[src/rtl/tun_pkg.sv]
// tun_pkg: shared widths, types and the per-triangle job word
// used by the front classifier, the queue and the rounding/divide back end
package tun_pkg;

  localparam int CoordW   = 16;
  localparam int FracW    = 14;
  localparam int NormW    = FracW + 2;
  localparam int EdgeW    = CoordW + 1;
  localparam int CrossW   = 2 * EdgeW + 1;
  localparam int MagW     = CrossW - 1;
  localparam int SumW     = 2 * CrossW + 2;
  localparam int QW       = FracW + 1;
  localparam int FifoDepth = 4;
  localparam int FifoAw   = $clog2(FifoDepth);

  typedef struct packed {
    logic                     degenerate;
    logic [2:0]               neg;
    logic [2:0][SumW-1:0]     csq;
    logic [SumW-1:0]          sum;
  } job_t;

endpackage

[src/rtl/tun_fifo.sv]
// tun_fifo: short job queue between front and back end
// depends on tun_pkg
module tun_fifo
  import tun_pkg::*;
(
  input  logic clk_i,
  input  logic rst_ni,
  input  logic push_i,
  input  job_t din_i,
  input  logic pop_i,
  output job_t dout_o,
  output logic empty_o,
  output logic [FifoAw:0] count_o
);
  job_t mem_q [FifoDepth];
  logic [FifoAw:0] wr_q, rd_q;

  always_ff @(posedge clk_i) begin
    if (push_i) mem_q[wr_q[FifoAw-1:0]] <= din_i;
  end

  always_ff @(posedge clk_i or negedge rst_ni) begin
    if (!rst_ni) begin
      wr_q <= '0;
      rd_q <= '0;
    end else begin
      if (push_i) wr_q <= wr_q + 1'b1;
      if (pop_i) rd_q <= rd_q + 1'b1;
    end
  end

  assign dout_o  = mem_q[rd_q[FifoAw-1:0]];
  assign count_o = wr_q - rd_q;
  assign empty_o = (wr_q == rd_q);
endmodule

[config.mk]
export PLATFORM = sky130hd
export DESIGN_NAME = tun_fifo
export DESIGN_NICKNAME = d
export VERILOG_FILES = /design/src/rtl/tun_pkg.sv /design/src/rtl/tun_fifo.sv
export SDC_FILE = /design/constraint.sdc
export NUM_CORES = 1
export LEC_CHECK = 0
export BUFFER_PORTS_ARGS = -buffer_cell sky130_fd_sc_hd__buf_2
export CORE_ASPECT_RATIO = 0.8
export CORE_MARGIN = 2
export CORE_UTILIZATION = 57
export CTS_CLUSTER_DIAMETER = 80
export DETAILED_ROUTE_END_ITERATION = 6
export PLACE_DENSITY_LB_ADDON = 0.15
export SYNTH_ARGS = -nofsm -noshare
export SYNTH_HDL_FRONTEND = slang
export SYNTH_SLANG_ARGS = --single-unit
[constraint.sdc]
create_clock -name clk_i -period 10 [get_ports clk_i]
set_input_delay 0 -clock clk_i [delete_from_list [all_inputs] [get_ports clk_i]]
set_output_delay 0 -clock clk_i [all_outputs]
set_load 0.05 [all_outputs]
== After elaboration in Yosys (flattened, before gate mapping) ==
Memories as Yosys holds them, arrays and structs flattened.
Index checks and enable logic that the tools add are counted.
Storage, ports and cells
  bits in registers: 6
  memory bits (writable): 1168
  input port bits: 296
  output and inout port bits: 296
  word-level logic and storage cells: 9
  memories kept: 1
Operators by class
  add/subtract/negate cells: 3
  equal/unequal tests: 1
  mux-type cells: 2
Memory list
  mem_q: depth 4, bits a word 292, read ports 1, clocked after Yosys merged registers in 0, write ports 1, RTL line tun_fifo.sv:15  | job_t mem_q [FifoDepth];
Operator list (number)
  3-bit by 1-bit adder with 3-bit output (second input constant): 2
  3-bit equality test: 1
  3-bit subtractor: 1
  1-bit two-way mux: 2

== Longest topological paths before layout ==
Gate-level depths: netlist of the first run.
  depth after elaboration: 2
  depth in mapped cells: 7
  mapped depth without buffers: 5

== Worst setup path after synthesis of the first run ==
Ideal clock, no wire load.
  path type: flip-flop to flip-flop
  start: register wr_q[1]
  end: memory mem_q[1][0] (netlist bit), enable pin
  arrival time: 7.266 ns
  required time: 9.311 ns
  slack: 2.044 ns
  cell stages (with the launch flop): 4
  path buffers: 0
  cell sequence: dfrtp_1 -> inv_1 -> ha_1 -> and2_1
RTL lines
  from (decl): RTL line tun_fifo.sv:16  | logic [FifoAw:0] wr_q, rd_q;
  from (signal assigned): RTL line tun_fifo.sv:27  | if (push_i) wr_q <= wr_q + 1'b1;
  to (decl): RTL line tun_fifo.sv:15
No word-level cell before the write port.

==> results.toml, run 1 <==
[placement]
dp_hpwl_mm = 51.5
gp_congestion = 0.774
placed_area_um2 = 46500
port_buffers = 591
post-place-ws_ns = 6.42

[setup_path]
required_ns = 10.00
rr_startpoint = "wr_q[1]"
crit_fanout = 110
startpoint = "rd_q[0]"
critPathCaptureType = "primary output"
crit_type = "reg -> out"
start_kind = "register"
crit_arrival_ns = 4.18

[route]
ant_nets = 0
routed_wl_mm = 89.6
drt_pass1_iterations = 5
drc = 0
viasPerCell = 5.60
vias = 20200
routedWlPerCell_um = 24.8
drt-initial-drc-count = 1793

[die]
die_y_um = 249
ios = 592
die_w_um = 310
die_area_um2 = 77300
core_area_um2 = 74100
fp-row-count = 89
initial_utilization = 0.578

[clocking]
ctsLongestPathBuffers = 3
cts_resized = 0
cts-root-buf = "clkbuf_16"
numCtsBuffers = 108
cts_tree = "done"
postCtsSetupRepairBufs = 0
clk_pin_slew_ns = 0.07
clock_latency_ns = 0.67
h-tree-depth = 3
cts_sinks = 1174

[grt]
antenna_found_initial = 18
track_usage = 0.235
globalRouteMet1Util = 0.302
grt_max_degree = 161
met2_usage = 0.388
met3_usage = 0.0589
grt-busiest-layer = "met2"
overflow = 0
grt_pass1_vias = 21700
grt_pass1_wl_mm = 134

[synthesis]
yosysSeqAreaShare = 0.823
ys_warn_count = 0
netlist_area_um2 = 42800
synth_top_area_share = 0.820
ys_types = 18
syn_inst = 1562
synth.avg_cell_area_um2 = 27.4
synth_nets = 1866
ys_seq_elements = 1174
yosysTopAreaCell = "edfxtp_1"
netlist_top_cells_area = "edfxtp_1 (82%), mux4_2 (15%), buf_12 (1.0%)"

[sta]
final-setup-viol-count = 0
rsz0062_at_grt = "no"
final_max_slew_viol_count = 0
fmax_mhz = 239
finClkSkew_ns = 0.0224
fin_ws_ns = 5.82
hold_violations = 0
period_share = 0.418
tightest_slew_ns = 1.15
final.setup.tns_ns = 0
fin_crit_ns = 4.18
slew_headroom = 0.230

[final_layout]
fin_nets = 2815
syn_to_final_growth_pct = 23.6
final_area_um2 = 52900
drive_above_1_share = 0.404
n_fill_cell = 4339

[hold_path]
hp-class = "in -> reg"
hp-start = "din_i[58]"

[power]
power.total_mw = 17.5
leakagePower_nw = 18.1
peakVddDrop_mv = 0.295
p_per_area_nw_per_um2 = 330

[outcome]
outcome = "complete, no violations"

[run]
drv_cap = 0
==> cell type report <==
| class | instances | area (um^2) | area share |
|---|---|---|---|
| flip-flops and latches | 1174 | 35200 | 0.666 |
| well taps | 1001 | 1250 | 0.0237 |
| clock inverters | 62 | 548 | 0.0104 |
| inverters | 5 | 18.8 | 0.000355 |
| clock buffers | 138 | 2840 | 0.0537 |
| diodes | 12 | 30.0 | 0.000568 |
| repair buffers | 905 | 6140 | 0.116 |
| multi-input cells | 317 | 6800 | 0.129 |
==> path summary, 6_finish.rpt <==
| check | endpoint | slack, ns | depth (start not counted) |
|---|---|---|---|
| min | mem_q[2][58] | 0.08 | 2 |
| max | dout_o[113] | 5.82 | 4 |
| max in group asynchronous | rd_q[1] | 9.39 | 3 |
| max reg2reg | mem_q[3][112] | 6.55 | 4 |
| min reg2reg | wr_q[2] | 0.49 | 1 |
| min in group asynchronous | wr_q[1] | 0.32 | 3 |
==> worst max-delay path, cell delays in order (launching register included) <==
cell	delay, ns
dfrtp_4	0.91
buf_4	0.75
buf_12	0.71
mux4_2	0.64
buf_2	0.24
==> report_power, final <==
| group | internal (mW) | leakage (nW) | switching, mW |
|---|---|---|---|
| sequential | 6.44 | 10.8 | 0.268 |
| clock | 2.23 | 1.65 | 1.71 |
| combinational | 1.94 | 5.64 | 4.88 |
| total | 10.6 | 18.1 | 6.85 |
==> cell families after synthesis <==
| kind of cell | Yosys count | share of synthesized area |
|---|---|---|
| and+or+nand+nor | 9 | 0.00102 |
| buffers and inverters | 71 | 0.0179 |
| adders and majority gates | 8 | 0.00252 |
| AOI/OAI and AO/OA | 2 | 0.000234 |
| DFF | 1174 | 0.823 |
| xor gates and xnor gates | 6 | 0.00123 |
| muxes | 292 | 0.154 |
==> metal layers <==
metal | routed length (um) | vias up
li1 | - | 8747
met1 | 33400 | 10500
met2 | 46300 | 763
met3 | 6540 | 186
met4 | 3320 | 12
met5 | 80 | -
==> through the flow <==
step	utilization	hold WS (ns)	cells
after floorplan	-	-0.296	1562
after global placement	0.628	-0.163	3106
after detailed placement	0.628	-0.160	3106
after CTS	0.713	0.0214	3602
after global routing	0.714	0.0467	3613
final	0.714	0.0815	3614
==> registers in the layout, summed over array words and instances, names as in the netlist <==
name / count
mem_q: 1168
rd_q: 3
wr_q: 3
==> cells in the mapped netlist (all sizes together) <==
cell and count:
edfxtp 1168, mux4 292, buf 62, ha 7, dfrtp 6, inv 5
and2 4, clkbuf 4, nand2 4, xor2 4, o21ai 2, xnor2 2
fa 1, nor2 1
==> repair_timing <==
item / CTS / global route
setup endpoints to repair: 0 / 0
endpoints found under the hold margin: 1179 / 0
hold buffers: 296 / 0
==> cell usage in the layout, fill, tap and decap left out, types with 7 or more instances in the layout <==
cell type / netlist / layout
buf_12: 22 / 7
buf_2: 29 / 591
buf_4: 2 / 11
bufinv_16: 0 / 9
clkbuf_1: 4 / 29
clkbuf_16: 0 / 109
clkinv_1: 0 / 27
clkinv_2: 0 / 17
diode_2: 0 / 12
dlygate4sd3_1: 0 / 296
edfxtp_1: 1168 / 1168
ha_1: 7 / 7
mux4_2: 292 / 292
No activity file was read; power rests on OpenSTA's default activity.
==> run 2: changes to the inputs <==
- CORE_UTILIZATION: 57 -> 51
- clock period: 10 -> 3.59 ns (I/O delays scaled with it)
==> run 2 against run 1 <==
Effect of this change:
- register-to-register slack worse by 5.2 ns
- combinational power rose to 2.8 times the previous value
- utilization down 6.8 points
- count of clock-buffer cells in the layout up 1
- global-route usage shrank 2.7 points
- via count barely moved
- final area increased by 1.0%
- clock power rose to 2.8 times the previous value
- cell count up 3.6%
- die area grew 12%
- critical path type unchanged
==> results.toml, run 2 (synthesis gave the netlist of run 1 again) <==
[outcome]
outcome = "complete, no violations"

[power]
peakVddDrop_mv = 0.662
p_per_area_nw_per_um2 = 916
leakagePower_nw = 18.3
pwr-share-comb = 0.397
power.share.clock = 0.222
p_sw_frac = 0.391
internal-power_mw = 29.8
power.switching_mw = 19.1
seqPwrFrac = 0.380

[die]
initial_utilization = 0.517
die_y_um = 263
die_area_um2 = 86200
fp-row-count = 94
die_w_um = 328
ios = 592
core_area_um2 = 82700

[route]
routedWlPerCell_um = 23.8
drt_pass1_iterations = 5
drc = 0
drt-initial-drc-count = 1453
vias = 20300
routed_wl_mm = 89.0
ant_nets = 0
viasPerCell = 5.41

[sta]
period_share = 0.812
rsz0062_at_grt = "no"
timing.hold.ws_ns = 0.0855
finClkSkew_ns = 0.0182
fmax_mhz = 343
final-setup-viol-count = 0
final_max_slew_viol_count = 0
fin_ws_ns = 0.675
final.setup.tns_ns = 0
hold_violations = 0
fin_crit_ns = 2.91
tightest_slew_ns = 0.823
slew_headroom = 0.452

[clocking]
cts_tree = "done"
clk_pin_slew_ns = 0.06
clock_latency_ns = 0.66
cts_sinks = 1174
h-tree-depth = 3
numCtsBuffers = 110
ctsLongestPathBuffers = 3
cts-root-buf = "clkbuf_16"

[final_layout]
final_cell_mix = "edfxtp_1 (1168), buf_2 (591), dlygate4sd3_1 (296)"
fin_nets = 2847
final_area_um2 = 53400
largest_reg_flops = 1168
final_common_cell = "edfxtp_1"
instances_no_fill = 3743
drive_above_1_share = 0.409
syn_to_final_growth_pct = 24.8

[setup_path]
path_cells = "buf_12 -> mux4_2 -> buf_2"
required_ns = 3.59
crit_buf_inv = 2
start_kind = "register"
rrSetupSlack_ns = 1.37
worst_r2r_endpoint = "mem_q[2][133]"
cp_slowest_cell = "dfrtp_4"
rr_startpoint = "wr_q[0]"
crit_fanout = 49
crit_family = "flip-flops"
reg2regPathDepth = 4
critPathCaptureType = "primary output"
crit_arrival_ns = 2.91
crit_type = "reg -> out"
cpPeakStageDelay_ns = 0.91

[grt]
antenna_found_initial = 13
track_usage = 0.208
overflow = 0
grt_pass1_wl_mm = 134
grt_max_degree = 105
grt_pass1_vias = 21700

[placement]
post-place-ws_ns = 1.27
gp_congestion = 0.761
dp_hpwl_mm = 55.1
port_buffers = 591
place_inst = 3239
placed_area_um2 = 47100

[hold_path]
hp-class = "in -> reg"
hold_path_end = "mem_q[2][244]"
hp-start = "din_i[244]"
min_path_cells = 2

[run]
drv_cap = 0
## run 2: worst max path at each step
stage	start	to	slack [ns]	depth (start not counted)
detailed placement	rd_q[0]	dout_o[169]	1.27	3
global placement	rd_q[0]	dout_o[183]	1.30	3
finish	rd_q[0]	dout_o[237]	0.68	3
CTS	rd_q[0]	dout_o[169]	0.54	3
floorplan	wr_q[1]	mem_q[1][0]	0.45	3
global route	rd_q[0]	dout_o[237]	0.47	3
## run 2: area by class of cell
class	count	area [um^2]
antenna	13	32.5
clock buffer	139	2860
clock inverter	56	482
fill	5510	29300
inverter	5	18.8
multi-input combinational	317	6800
sequential	1174	35200
tap	1104	1380
timing repair buffer	935	6590
## run 2: routing by layer
metal | part of all wire | global-route usage
met1 | 0.39 | 0.270
met2 | 0.51 | 0.346
met3 | 0.068 | 0.0484
met4 | 0.036 | 0.0796
met5 | 0.00015 | 0
## run 2: per-stage QoR
| stage | total power [mW] | utilization |
|---|---|---|
| 2_1_floorplan | 33.9 | - |
| 3_3_place_gp | 38.2 | 0.569 |
| 3_5_place_dp | 38.4 | 0.569 |
| 4_1_cts | 49.5 | 0.645 |
| 5_1_grt | 50.7 | 0.646 |
| 6_report | 48.9 | 0.646 |
## run 2: power by group through the flow
stage	Combinational, mW	Sequential (mW)	Clock, mW
floorplan	15.2	18.7	0
global placement	19.4	18.8	0
detailed placement	19.4	18.9	0
CTS	19.8	18.6	11.1
global route	20.3	18.8	11.6
finish	19.4	18.6	10.9
## run 2: what timing repair did
action / in CTS / in global routing
endpoints found under the hold margin: 1196 / 0
endpoints found under the setup margin: 0 / 0
gates resized for setup: 0 / 0
hold buffers: 296 / 0
buffers inserted: 0 / 0
## run 2: worst reg2reg max path, stage by stage, from the launching register on
cell and delay, ns:
dfrtp_1 0.42, inv_1 0.12, ha_1 0.15, and2_4 0.58, buf_12 0.46
